[config.mk]
export PLATFORM = sky130hd
export DESIGN_NAME = joystick_calibrated_axis_scaler
export DESIGN_NICKNAME = d
export VERILOG_FILES = /design/src/rtl/jcas_pkg.sv /design/src/rtl/joystick_calibrated_axis_scaler.sv /design/src/rtl/jcas_div.sv
export SDC_FILE = /design/constraint.sdc
export NUM_CORES = 1
export LEC_CHECK = 0
export ABC_AREA = 1
export CAP_MARGIN = 15
export CORE_MARGIN = 2
export CORE_UTILIZATION = 41
export DETAILED_ROUTE_END_ITERATION = 12
export DONT_BUFFER_PORTS = 1
export PLACE_DENSITY_LB_ADDON = 0.25
export SLEW_MARGIN = 20
export SYNTH_ARGS = -nofsm -noshare
export SYNTH_HDL_FRONTEND = slang
export SYNTH_SLANG_ARGS = --single-unit
[constraint.sdc]
create_clock -name clk -period 10.3 [get_ports clk]
set_input_delay 1.545 -clock clk [delete_from_list [all_inputs] [get_ports clk]]
set_output_delay 1.545 -clock clk [all_outputs]
set_load 0.05 [all_outputs]
[src/rtl/jcas_pkg.sv]
package jcas_pkg;

  // Fixed field widths and scaling
  localparam int SAMPLE_BITS = 12;
  localparam int OUTPUT_SPAN = 1000;
  localparam int OUT_W       = 11;
  localparam int RAD_W       = 12;
  localparam int RAD_RESET   = 64;

  // Shared multiplier: 13 x 13 unsigned
  localparam int MUL_W  = SAMPLE_BITS + 1;
  localparam int PROD_W = 2 * MUL_W;

  // Scaled numerator (sample difference times span) and divider step count
  localparam int NUM_W    = $clog2(((2 ** SAMPLE_BITS) - 1) * OUTPUT_SPAN + 1);
  localparam int DIVCNT_W = $clog2(NUM_W + 1);

  // Stream payload widths, whole bytes
  localparam int IN_DATA_W  = ((2 * SAMPLE_BITS + 7) / 8) * 8;
  localparam int OUT_DATA_W = ((2 * OUT_W + 7) / 8) * 8;

  // Command codes
  localparam logic CMD_NORMAL = 1'b0;
  localparam logic CMD_CENTER = 1'b1;

  typedef logic [SAMPLE_BITS-1:0] sample_t;
  typedef logic [NUM_W-1:0]       num_t;

  // Request to the shared divider
  typedef struct packed {
    logic    start;
    num_t    dividend;
    sample_t divisor;
  } div_req_t;

endpackage

[src/rtl/joystick_calibrated_axis_scaler.sv]
// Calibrated two-axis joystick scaler with a radial dead zone.
// Input channel in_*: one transfer carries an X and a Y ADC sample in in_tdata
// and the command in in_tuser (0 normal, 1 also recenter). Result channel
// out_*: one transfer per input item with the scaled X and Y positions,
// two's complement in -1000..1000.
// Each item runs through a small sequencer around one shared 13x13
// multiplier and one bit-serial divider: the dead-zone test (X squared,
// Y squared, compare with the squared radius), then per axis a setup, a
// divider start, 22 divide steps and a wait for done, and a finish step; a
// zero span skips the divider. An item inside the dead zone skips the axis
// steps. in_tready goes high again in the same cycle as out_tvalid.
// in_tready is high only while the sequencer is idle. The result sits in an
// output register; if the receiver still holds the previous result, the
// sequencer waits before loading. cfg_wr_en writes the dead-zone radius;
// write it only when idle.
// Reset (rst_n low, synchronous) empties the output register, sets the
// radius to 64, the axis minima to full scale and the maxima and centers
// to zero (center not yet set).
module joystick_calibrated_axis_scaler
  import jcas_pkg::*;
(
  input  logic                  clk,
  input  logic                  rst_n,
  // Configuration
  input  logic                  cfg_wr_en,
  input  logic [RAD_W-1:0]      cfg_wr_data,   // deadzone_radius
  // Input stream
  input  logic                  in_tvalid,
  output logic                  in_tready,
  input  logic [IN_DATA_W-1:0]  in_tdata,      // [11:0] x_sample, [23:12] y_sample
  input  logic [0:0]            in_tuser,      // [0] command
  // Result stream
  output logic                  out_tvalid,
  input  logic                  out_tready,
  output logic [OUT_DATA_W-1:0] out_tdata      // [10:0] x_position, [21:11] y_position
);

  typedef enum logic [3:0] {
    S_IDLE,
    S_SQX,
    S_SQY,
    S_SQR,
    S_SETUP,
    S_START,
    S_WAIT,
    S_FIN,
    S_LOAD
  } state_t;

  state_t               state_r;
  logic [RAD_W-1:0]     rad_r;
  sample_t              min_r [2];
  sample_t              max_r [2];
  sample_t              ctr_r [2];
  sample_t              samp_r [2];
  logic                 cmd_r;
  logic                 axis_r;
  logic [PROD_W-1:0]    acc_r;
  num_t                 num_r;
  sample_t              den_r;
  logic                 lower_r;
  logic                 neg_r;
  logic                 zero_r;
  logic [OUT_W-1:0]     res_r [2];
  logic                 out_valid_r;
  logic [OUT_W-1:0]     out_x_r;
  logic [OUT_W-1:0]     out_y_r;

  sample_t              in_x;
  sample_t              in_y;
  logic                 in_xfer;
  logic                 out_xfer;
  logic                 load_ok;

  logic [MUL_W-1:0]     dx;
  logic [MUL_W-1:0]     dy;
  logic [MUL_W-1:0]     dx_abs;
  logic [MUL_W-1:0]     dy_abs;
  logic [MUL_W-1:0]     mul_a;
  logic [MUL_W-1:0]     mul_b;
  logic [PROD_W-1:0]    prod;

  sample_t              v;
  sample_t              c;
  logic                 v_lower;
  sample_t              seg_diff;
  logic [SAMPLE_BITS:0] up_span;
  sample_t              seg_den;
  logic                 seg_neg;

  div_req_t             div_req;
  logic                 div_done;
  num_t                 div_quo;
  logic [OUT_W-1:0]     sat_mag;
  logic [OUT_W-1:0]     axis_res;

  logic [SAMPLE_BITS:0] ctr_sum [2];
  sample_t              ctr_new [2];

  assign in_x     = in_tdata[SAMPLE_BITS-1:0];
  assign in_y     = in_tdata[2*SAMPLE_BITS-1:SAMPLE_BITS];
  assign in_tready = (state_r == S_IDLE);
  assign in_xfer  = in_tvalid && in_tready;
  assign out_xfer = out_valid_r && out_tready;
  assign load_ok  = !out_valid_r || out_tready;

  // Offsets from the stored center, and their magnitudes
  assign dx     = {1'b0, samp_r[0]} - {1'b0, ctr_r[0]};
  assign dy     = {1'b0, samp_r[1]} - {1'b0, ctr_r[1]};
  assign dx_abs = dx[MUL_W-1] ? (MUL_W'(0) - dx) : dx;
  assign dy_abs = dy[MUL_W-1] ? (MUL_W'(0) - dy) : dy;

  // Segment selection for the current axis
  assign v        = samp_r[axis_r];
  assign c        = ctr_r[axis_r];
  assign v_lower  = v < c;
  assign up_span  = {1'b0, max_r[axis_r]} - {1'b0, c};
  assign seg_neg  = !v_lower && up_span[SAMPLE_BITS];
  assign seg_diff = v_lower ? (v - min_r[axis_r]) : (v - c);
  always_comb begin
    if (v_lower) begin
      seg_den = c - min_r[axis_r];
    end else if (up_span[SAMPLE_BITS]) begin
      seg_den = SAMPLE_BITS'((SAMPLE_BITS+1)'(0) - up_span);
    end else begin
      seg_den = up_span[SAMPLE_BITS-1:0];
    end
  end

  // Shared multiplier operand select
  always_comb begin
    case (state_r)
      S_SQX: begin
        mul_a = dx_abs;
        mul_b = dx_abs;
      end
      S_SQY: begin
        mul_a = dy_abs;
        mul_b = dy_abs;
      end
      S_SQR: begin
        mul_a = MUL_W'(rad_r);
        mul_b = MUL_W'(rad_r);
      end
      S_SETUP: begin
        mul_a = {1'b0, seg_diff};
        mul_b = MUL_W'(OUTPUT_SPAN);
      end
      default: begin
        mul_a = '0;
        mul_b = '0;
      end
    endcase
  end
  assign prod = mul_a * mul_b;

  // Divider request
  assign div_req.start    = (state_r == S_START) && !zero_r;
  assign div_req.dividend = num_r;
  assign div_req.divisor  = den_r;

  jcas_div u_div (
    .clk      (clk),
    .rst_n    (rst_n),
    .req      (div_req),
    .done     (div_done),
    .quotient (div_quo)
  );

  // Map the quotient into the output range, saturating
  assign sat_mag = (div_quo > NUM_W'(OUTPUT_SPAN)) ? OUT_W'(OUTPUT_SPAN)
                                                   : div_quo[OUT_W-1:0];
  always_comb begin
    if (zero_r) begin
      axis_res = '0;
    end else if (lower_r) begin
      axis_res = div_quo[OUT_W-1:0] - OUT_W'(OUTPUT_SPAN);
    end else if (neg_r) begin
      axis_res = OUT_W'(0) - sat_mag;
    end else begin
      axis_res = sat_mag;
    end
  end

  // Center calibration: take the sample if unset, else average down
  always_comb begin
    for (int i = 0; i < 2; i++) begin
      ctr_sum[i] = {1'b0, ctr_r[i]} + {1'b0, samp_r[i]};
      ctr_new[i] = (ctr_r[i] == '0) ? samp_r[i] : ctr_sum[i][SAMPLE_BITS:1];
    end
  end

  // Sequencer, calibration state and output register
  always_ff @(posedge clk) begin
    if (!rst_n) begin
      state_r     <= S_IDLE;
      out_valid_r <= 1'b0;
      rad_r       <= RAD_W'(RAD_RESET);
      axis_r      <= 1'b0;
      for (int i = 0; i < 2; i++) begin
        min_r[i] <= '1;
        max_r[i] <= '0;
        ctr_r[i] <= '0;
      end
    end else begin
      if (cfg_wr_en) begin
        rad_r <= cfg_wr_data;
      end
      // Drop the result once taken, unless a new one loads in the same cycle
      if (out_xfer && !(state_r == S_LOAD && load_ok)) begin
        out_valid_r <= 1'b0;
      end
      case (state_r)
        S_IDLE: begin
          if (in_xfer) begin
            samp_r[0] <= in_x;
            samp_r[1] <= in_y;
            cmd_r     <= in_tuser[0];
            axis_r    <= 1'b0;
            // Widen the calibrated range
            if (in_x < min_r[0]) begin
              min_r[0] <= in_x;
            end else if (in_x > max_r[0]) begin
              max_r[0] <= in_x;
            end
            if (in_y < min_r[1]) begin
              min_r[1] <= in_y;
            end else if (in_y > max_r[1]) begin
              max_r[1] <= in_y;
            end
            state_r <= S_SQX;
          end
        end
        S_SQX: begin
          acc_r   <= prod;
          state_r <= S_SQY;
        end
        S_SQY: begin
          acc_r   <= acc_r + prod;
          state_r <= S_SQR;
        end
        S_SQR: begin
          // Inside the dead zone both outputs are zero
          if (acc_r < prod) begin
            res_r[0] <= '0;
            res_r[1] <= '0;
            state_r  <= S_LOAD;
          end else begin
            state_r <= S_SETUP;
          end
        end
        S_SETUP: begin
          num_r   <= prod[NUM_W-1:0];
          den_r   <= seg_den;
          lower_r <= v_lower;
          neg_r   <= seg_neg;
          zero_r  <= (seg_den == '0);
          state_r <= S_START;
        end
        S_START: begin
          state_r <= zero_r ? S_FIN : S_WAIT;
        end
        S_WAIT: begin
          if (div_done) begin
            state_r <= S_FIN;
          end
        end
        S_FIN: begin
          res_r[axis_r] <= axis_res;
          if (axis_r) begin
            state_r <= S_LOAD;
          end else begin
            axis_r  <= 1'b1;
            state_r <= S_SETUP;
          end
        end
        S_LOAD: begin
          if (load_ok) begin
            out_valid_r <= 1'b1;
            out_x_r     <= res_r[0];
            out_y_r     <= res_r[1];
            if (cmd_r == CMD_CENTER) begin
              ctr_r[0] <= ctr_new[0];
              ctr_r[1] <= ctr_new[1];
            end
            state_r <= S_IDLE;
          end
        end
        default: begin
          state_r <= S_IDLE;
        end
      endcase
    end
  end

  assign out_tvalid = out_valid_r;
  assign out_tdata  = {(OUT_DATA_W - 2*OUT_W)'(0), out_y_r, out_x_r};

endmodule

[src/rtl/jcas_div.sv]
module jcas_div
  import jcas_pkg::*;
(
  input  logic     clk,
  input  logic     rst_n,
  input  div_req_t req,
  output logic     done,
  output num_t     quotient
);

  logic                  busy_r;
  logic                  done_r;
  logic [DIVCNT_W-1:0]   cnt_r;
  sample_t               rem_r;
  sample_t               den_r;
  num_t                  quo_r;
  logic [SAMPLE_BITS:0]  shifted;
  logic [SAMPLE_BITS+1:0] trial;
  logic                  fits;

  // Bring down the next dividend bit and try a subtract
  assign shifted = {rem_r, quo_r[NUM_W-1]};
  assign trial   = {1'b0, shifted} - {2'b00, den_r};
  assign fits    = ~trial[SAMPLE_BITS+1];

  // One quotient bit per cycle, restoring
  always_ff @(posedge clk) begin
    if (!rst_n) begin
      busy_r <= 1'b0;
      done_r <= 1'b0;
      cnt_r  <= '0;
    end else begin
      done_r <= 1'b0;
      if (req.start) begin
        busy_r <= 1'b1;
        cnt_r  <= DIVCNT_W'(NUM_W);
        rem_r  <= '0;
        den_r  <= req.divisor;
        quo_r  <= req.dividend;
      end else if (busy_r) begin
        rem_r <= fits ? trial[SAMPLE_BITS-1:0] : shifted[SAMPLE_BITS-1:0];
        quo_r <= {quo_r[NUM_W-2:0], fits};
        cnt_r <= cnt_r - DIVCNT_W'(1);
        if (cnt_r == DIVCNT_W'(1)) begin
          busy_r <= 1'b0;
          done_r <= 1'b1;
        end
      end
    end
  end

  assign done     = done_r;
  assign quotient = quo_r;

endmodule

After elaboration in Yosys (flattened, before gate mapping)
Memories as Yosys holds them, arrays and structs flattened. A register that Yosys moved wholly into a read port is not among the register bits.
Cells that the tools add are included.
{"block": "totals", "regBits": 135, "latchBits": 0, "mem_bits_rw": 118, "romBits": 0, "input_bits": 42, "mem_count": 5}
{"block": "classes", "addsub": 16, "mul": 1, "div": 0, "n_lt_le_gt_ge": 7, "eq_ne": 12, "n_shift": 0, "n_mux": 92, "n_bitwise": 9, "n_reduce_logical": 29}
{"memory": "ctr_r", "words": 2, "word_bits": 12, "rd": 3, "rd_clocked_by_memory_dff": 1, "wr": 2, "line": "joystick_calibrated_axis_scaler.sv:54", "source": "sample_t ctr_r [2];"}
{"memory": "max_r", "words": 2, "word_bits": 12, "rd": 3, "rd_clocked_by_memory_dff": 1, "wr": 2, "line": "joystick_calibrated_axis_scaler.sv:53", "source": "sample_t max_r [2];"}
{"memory": "min_r", "words": 2, "word_bits": 12, "rd": 3, "rd_clocked_by_memory_dff": 1, "wr": 2, "line": "joystick_calibrated_axis_scaler.sv:52", "source": "sample_t min_r [2];"}
{"memory": "samp_r", "words": 2, "word_bits": 12, "rd": 3, "rd_clocked_by_memory_dff": 1, "wr": 2, "line": "joystick_calibrated_axis_scaler.sv:55", "source": "sample_t samp_r [2];"}
{"memory": "res_r", "words": 2, "word_bits": 11, "rd": 2, "rd_clocked_by_memory_dff": 2, "wr": 2, "line": "joystick_calibrated_axis_scaler.sv:64", "source": "logic [OUT_W-1:0] res_r [2];"}
{"operator": "12-bit 2-to-1 mux", "count": 13}
{"operator": "13-bit one-hot mux with 4 select lines", "count": 2}
{"operator": "1-bit 2-to-1 mux", "count": 58}
{"operator": "11-bit 2-to-1 mux", "count": 5}
{"operator": "26-bit one-hot mux with 2 select lines", "count": 1}
{"operator": "22-bit 2-to-1 mux", "count": 2}
{"operator": "12-bit by 12-bit subtractor with 13-bit output", "count": 3}
{"operator": "12-bit zero test", "count": 3}
{"operator": "12-bit less-than comparator", "count": 3}
{"operator": "4-bit one-hot mux with 9 select lines", "count": 1}
{"operator": "12-bit subtractor", "count": 3}
{"operator": "12-bit by 12-bit adder with 13-bit output", "count": 2}
{"operator": "26-bit adder", "count": 1}
{"operator": "26-bit less-than comparator", "count": 1}
{"operator": "13-bit by 13-bit multiplier with 26-bit output", "count": 1}
{"operator": "13-bit 2-to-1 mux", "count": 2}
{"operator": "1-bit by 13-bit subtractor with 13-bit output (first input constant)", "count": 2}
{"operator": "12-bit greater-than comparator", "count": 2}
{"operator": "22-bit by 10-bit greater-than comparator with 1-bit output (second input constant)", "count": 1}
{"operator": "4-bit 2-to-1 mux", "count": 5}
{"operator": "4-bit by 3-bit equality test with 1-bit output (second input constant)", "count": 4}
{"operator": "13-bit by 12-bit subtractor with 14-bit output", "count": 1}
{"operator": "1-bit by 12-bit subtractor with 12-bit output (first input constant)", "count": 1}
{"operator": "11-bit OR reduction", "count": 1}
{"operator": "22 further kinds", "count": 48}

Depth between registers and ports, before layout
Gate-level depths: netlist of run 1.
An unclocked memory read counts as a cell.
{"block": "logic_depth", "ltp_word": 12, "depth_mapped": 56, "mapped_depth_nobuf": 54}

Modules after synthesis
A second synthesis of run 1 with hierarchy kept.
{"block": "unflattened", "hier_cells": 3491, "hier_area_um2": 27047.2}
{"mod": "joystick_calibrated_axis_scaler", "instances": 1, "cells_each": 3134, "area_each_um2": 24051.8, "seq_area_each_um2": 6506.2}
{"mod": "jcas_div", "instances": 1, "cells_each": 357, "area_each_um2": 2995.4, "seq_area_each_um2": 1521.5}

Least setup slack after synthesis of run 1
Ideal clock, no wire load.
{"block": "synth_timing", "kind": "register -> register", "start": "register with a tool-made name", "end": "memory res_r[0][0] (enable)", "setup_time_ps": 345, "arrival_time_ps": 8512, "required_time_ps": 9955, "setup_slack_ps": 1443, "stages_incl_launch_ff": 49, "path_cell_list": "dfxtp_1 -> clkbuf_1 -> clkbuf_1 -> clkbuf_1 -> o21ai_0 -> inv_1 -> ha_1 -> inv_1 -> fa_1 -> nand3_1 -> nand2_1 -> nand3_1 -> nand3_1 -> clkbuf_1 -> a21oi_1 -> o21ai_0 -> nand3_4 -> nand2_1 -> [... 13 more ...] -> nand2_1 -> nand2_1 -> nand3_1 -> nand3_1 -> or2_1 -> nand2_1 -> inv_1 -> ha_1 -> inv_1 -> a21oi_1 -> nor3_1 -> nor2_1 -> nand2_1 -> inv_1 -> nor2_1 -> nor2_1 -> nand4_1 -> nand2_1"}
{"element": "end: declaration", "line": "joystick_calibrated_axis_scaler.sv:64"}

==> results of run 1 <==
## flip-flops by register name, summed over array words and instances, names as in the netlist, 5 cells and up, named ones only
register        count
min_r              24
u_div.cnt_r         5
out_tdata          22
rad_r              12
u_div.rem_r        12
u_div.quotient     22
acc_r              26
ctr_r              24
res_r              22
u_div.den_r        12
samp_r             24
max_r              24
den_r              12
num_r              22
## stage by stage
stage	hold WS (ns)	worst slack [ns]	utilization (%)	total power [mW]	cell area, um^2
3_5_place_dp	0.405	0.175	42.9	4.72	27600
2_1_floorplan	0.400	1.44	-	3.94	26600
3_3_place_gp	0.401	0.316	42.9	4.71	27600
6_report	0.417	0.702	44.9	6.01	28900
4_1_cts	0.419	0.177	44.8	6.03	28800
5_1_grt	0.424	0.00978	44.9	6.59	28900
## cell usage after synthesis (all sizes together) (14+ instances only)
cell and number:
a21oi 216, buf 34, nand2 765, a31oi 17, nand3 182, nand4 51
xor2 68, inv 668, nor3 31, edfxtp 250, a21o 14, fa 131
clkbuf 45, o21ai 205, ha 279, nor2 239, nand3b 17, dfxtp 26
xnor2 26
## final cells by class
cell class              count  area [um^2]  share of cell area (%)
repair buffers             39          328                    1.14
well taps                 855         1070                    3.71
multi-input cells        2353        15700                    54.4
clock buffers              41          918                    3.18
flip-flops and latches    276         8030                    27.8
inverters                 672         2530                    8.76
clock inverters            22          287                   0.993
## logic make-up (layout without fill, tap and decap cells)
family,after synthesis,after routing,synth area share (%)
AOI/OAI and AO/OA,521,521,11.0
xor gates and xnor gates,94,94,3.21
adders and majority gates,410,410,23.0
buffers and inverters,751,774,11.1
DFF,276,276,30.2
muxes,6,6,0.249
other,2,12,0.0283
and+or+nand+nor,1310,1310,21.3
## critical path: cells and delay by family, from the launching register on
| kind | cells | cell delay (ns) |
|---|---|---|
| AO/OA/AOI/OAI | 5 | 0.96 |
| adder cells (fa/ha/maj) | 8 | 3.70 |
| buffers and inverters | 11 | 1.24 |
| flip-flops | 1 | 0.51 |
| multiplexers | 1 | 0.37 |
| AND/OR/NAND/NOR | 16 | 2.46 |
## timing repair
| action | in CTS | in global routing |
|---|---|---|
| hold endpoints to repair | 0 | 0 |
| setup endpoints to repair | 0 | 34 |
| buffers inserted | 0 | 4 |
| resized for setup | 0 | 6 |
## layout by cell type, fill, tap and decap left out, drive strengths merged, types with 3 or more instances in the layout
cell type / count
nand3b: 17
o22ai: 8
dfxtp: 26
clkbuf: 41
xor2: 68
nand4: 51
xnor2: 26
inv: 670
mux2: 5
edfxtp: 250
a21boi: 3
o21a: 3
bufinv: 5
a31oi: 17
conb: 12
a21o: 14
nand3: 182
nor2: 239
o21bai: 13
ha: 279
buf: 39
clkinv: 12
nor3: 31
fa: 131
and2: 3
o31ai: 8
a21oi: 216
nor4: 8
o211ai: 13
a211oi: 10
clkinvlp: 7
or2: 12
o2111ai: 5
nand2: 765
o21ai: 205
## how the worst max path moves through the flow
stage,startpoint,cells after the start,to
6_report,flop,41,res_r[1][7]$_SDFFCE_PN0P_
5_1_grt,flop,48,res_r[0][5]$_SDFFCE_PN0P_
4_1_cts,flop,46,res_r[0][7]$_SDFFCE_PN0P_
3_5_place_dp,flop,46,res_r[0][0]$_SDFFCE_PN0P_
3_3_place_gp,flop,46,res_r[0][10]$_SDFFCE_PN0P_
2_1_floorplan,flop,48,res_r[0][0]$_SDFFCE_PN0P_
## routing by layer
metal | global-route usage [%] | part of all wire [%] | up-vias | routed length [um]
met3 | 2.79 | 6.2 | 88 | 4430
met5 | 0 | 0 | - | 0
met2 | 34.3 | 44 | 551 | 31300
met1 | 30.9 | 48 | 10100 | 34000
met4 | 4.90 | 2.0 | 0 | 1440
li1 | - | - | 10900 | -
## power by group through the flow
| stage | Combinational, mW | Clock [mW] | Sequential [mW] |
|---|---|---|---|
| after floorplan | 2.53 | 0 | 1.41 |
| after global placement | 3.27 | 0 | 1.43 |
| after detailed placement | 3.29 | 0 | 1.43 |
| after CTS | 3.31 | 1.31 | 1.41 |
| after global routing | 3.83 | 1.34 | 1.42 |
| final | 3.32 | 1.28 | 1.41 |
==> flow_summary.toml, run 1 <==
[status]
status = "finished, final reports clean"

[worst_hold_path]
hold-path-cell-count = 0
hold_class = "flop to flop"
min_to = "u_div.den_r[3]$_DFFE_PP_"
holdCritStartpoint = "den_r[3]$_DFFE_PP_"

[grt]
grt_pass1_wl_mm = 114
overflow = 0
grt_max_degree = 47
antenna_found_initial = 0
track_usage_pct = 21.4
grt_pass1_vias = 21000

[synth]
ys_types = 65
synth_edf_count = 250
synth-main-ff-cell = "edfxtp_1"
netlist_instances = 3370
syn_area_um2 = 26600
ys_seq_area_share_pct = 30.2
ys_warn_count = 0
yosysTopAreaCellShare_pct = 28.2
syn_avg_cell_area_um2 = 7.89
synth.largest_area_cell = "edfxtp_1"
synth-seq-cells = 276
synth.area.top_cells = "edfxtp_1, ha_1, nand2_1, fa_1, inv_1"
async_flop_share_pct = 0

[place]
dp.cells = 4189
globalplace.congestion = 0.936
numPortBuffers = 0
hpwl_mm = 58.0

[cells_and_area]
stdcell_count = 4258
drive_gt1_share_pct = 6.17
final_nets = 3829
fill_cells = 6496
diodes = 0
area_growth_pct = 8.58

[power]
power.share.clock_pct = 21.3
ir_drop_v = 0.000187
power_switching_share_pct = 45.4
p_leak_nw = 14.4
p_int_mw = 3.28
p_seq_share_pct = 23.5
combPwrFrac_pct = 55.3
switching_power_mw = 2.73
p_per_area_nw_per_um2 = 208

[sta]
period_share_pct = 93.2
finalHoldViolations = 0
max_freq_mhz = 104
fin_setup_tns_ns = 0
rsz0062_at_grt = "no"
setup_violations = 0
worst_pin_slew_ns = 1.13
skew_ns = 0.0225
finalMaxSlewViolations = 0
relSlewSlack_pct = 24.2
fin_crit_ns = 9.60

[setup_path]
crit_top_cell = "inv_1"
worstPathMaxFanout = 24
timing.reg2reg.setup_slack_ns = 0.70
critPathRequiredTime_ns = 10.53
rr_endpoint = "res_r[1][7]$_SDFFCE_PN0P_"
worstPathArrival_ns = 9.82
max_stage_delay_ns = 0.55
worst_path_max_delay_cell = "fa_1"
cp-start-kind = "flop"
critPathCaptureType = "flop"
r2r_cells = 41
crit_type = "flop to flop"

[drt]
drcViolationCount = 0
first_iter_violations = 1744
dr.pass1.iters = 6
antenna_left = 0
avgRoutedWirePerCell_um = 16.7
viasPerCell = 5.08
dr_total_vias = 21600
wl_mm = 71.2

[clock_network]
cts_tree = "built"
cts_buffer_depth = 3
cts_max_level = 2
hold_buffers = 0
path_clk_slew_ns = 0.06
cts_root_buf = "clkbuf_16"
cts.sink_count = 276
clock_latency_ns = 0.55
cts_inserted_buffers = 35

[die]
die_h_um = 259
dieArea_um2 = 66900
ios = 68
rows = 93
die_x_um = 259
start_util_pct = 41.4
core_um2 = 64200

[job]
drv_cap = 0
Power figures use the tool's default switching activity.
==> inputs of run 2 (changes only) <==
Settings changed: CELL_PAD_IN_SITES_DETAIL_PLACEMENT set to 0, CELL_PAD_IN_SITES_GLOBAL_PLACEMENT set to 1.
==> flow_summary.toml, run 2 (same netlist as run 1, synthesis figures left out) <==
[clock_network]
cts_buffer_depth = 3
cts_tree = "built"
cts.sink_count = 276
hold_buffers = 0
cts_inserted_buffers = 36
path_clk_slew_ns = 0.06
cts_max_level = 2
clock_latency_ns = 0.55
cts_root_buf = "clkbuf_16"

[grt]
grt_pass1_vias = 21800
grt_pass1_wl_mm = 120
antenna_found_initial = 1
track_usage_pct = 23.1
grt_max_degree = 48
overflow = 0

[job]
drv_cap = 0

[setup_path]
cp-start-kind = "flop"
rr_endpoint = "acc_r[25]$_DFFE_PP_"
worstPathMaxFanout = 44
crit_buf_inv = 7
critPathRequiredTime_ns = 10.60
timing.reg2reg.setup_slack_ns = 0.60
crit_top_cell = "inv_1"
r2r_cells = 42
worst_path_max_delay_cell = "o21ai_0"
critPathCaptureType = "flop"
crit_type = "flop to flop"
max_stage_delay_ns = 0.58
worstPathArrival_ns = 10.00
cp_top_family = "adder cells"

[power]
finalPower_mw = 6.10
ir_drop_v = 0.000154
p_leak_nw = 14.4
p_per_area_nw_per_um2 = 211

[sta]
relSlewSlack_pct = 28.5
fin_hold_ws_ns = 0.407
fin_crit_ns = 9.70
finalHoldViolations = 0
setup_violations = 0
period_share_pct = 94.2
worst_pin_slew_ns = 1.07
skew_ns = 0.0241
max_freq_mhz = 103
rsz0062_at_grt = "no"
finalMaxSlewViolations = 0

[place]
globalplace.congestion = 0.943
hpwl_mm = 63.0
dp.cells = 4191
numPortBuffers = 0

[cells_and_area]
fill_cells = 6483
final_cell_mix = "nand2_1, inv_1, ha_1, edfxtp_1, nor2_1"
final_nets = 3828
multi_input_area_um2 = 15700
regMostFlops = "acc_r"
stdcell_count = 4258
final_util_pct = 45.0
drive_gt1_share_pct = 6.08
layout_commonest_cell = "nand2_1"
diodes = 0
area_growth_pct = 8.66
area.sequential_um2 = 8030
largest_reg_flops = 26

[drt]
drcViolationCount = 0
dr.pass1.iters = 5
avgRoutedWirePerCell_um = 18.1
antenna_left = 0
dr_total_vias = 22100
viasPerCell = 5.18
first_iter_violations = 1488
wl_mm = 77.0

[worst_hold_path]
holdCritStartpoint = "den_r[1]$_DFFE_PP_"
min_to = "u_div.den_r[1]$_DFFE_PP_"
hold_class = "flop to flop"
hold-path-cell-count = 0

[die]
die_h_um = 259
start_util_pct = 41.4
die_x_um = 259
dieArea_um2 = 66900
core_um2 = 64200
rows = 93
ios = 68

[status]
status = "finished, final reports clean"
-- run 2: area by class of cell --
cell class              count  share of cell area (%)
clock buffers              46                    3.47
clock inverters            19                   0.767
repair buffers             37                    1.04
well taps                 855                    3.70
multi-input cells        2353                    54.4
inverters                 672                    8.76
flip-flops and latches    276                    27.8
-- run 2: layer usage --
layer / GRT usage, % / wire length, um
met1: 32.1 / 36300
met2: 37.6 / 34800
met3: 3.20 / 3930
met4: 6.25 / 1960
met5: 0 / 8
-- run 2: where the power goes --
group          internal, mW  switching [mW]
Combinational          1.16            2.23
Sequential             1.37          0.0460
Clock                 0.794           0.509
Total                  3.31            2.78
-- run 2: worst max-delay path by stage --
stage                                 to                      start  depth (start not counted)  slack [ns]
3_3_place_gp   res_r[0][4]$_SDFFCE_PN0P_                       flop                         42       -0.25
5_1_grt              acc_r[25]$_DFFE_PP_  ctr_r[0][3]$_SDFFCE_PN0P_                         44        0.04
3_5_place_dp   res_r[0][3]$_SDFFCE_PN0P_                       flop                         47       -0.26
6_report             acc_r[25]$_DFFE_PP_                       flop                         42        0.60
4_1_cts        res_r[0][8]$_SDFFCE_PN0P_                       flop                         42        0.11
2_1_floorplan  res_r[0][0]$_SDFFCE_PN0P_                       flop                         48        1.44
-- run 2: per-stage QoR --
step	worst slack, ns	setup TNS, ns	instance area, um^2
floorplan	1.44	0	26600
global placement	-0.246	-5.04	27600
detailed placement	-0.263	-5.51	27600
CTS	0.114	0	28800
global route	0.0375	0	28900
finish	0.597	0	28900
-- run 2: timing repair --
item,4_1_cts,5_1_grt
setup endpoints to repair,22,29
setup buffers,0,1
pin swaps,0,1
gates resized for setup,3,8
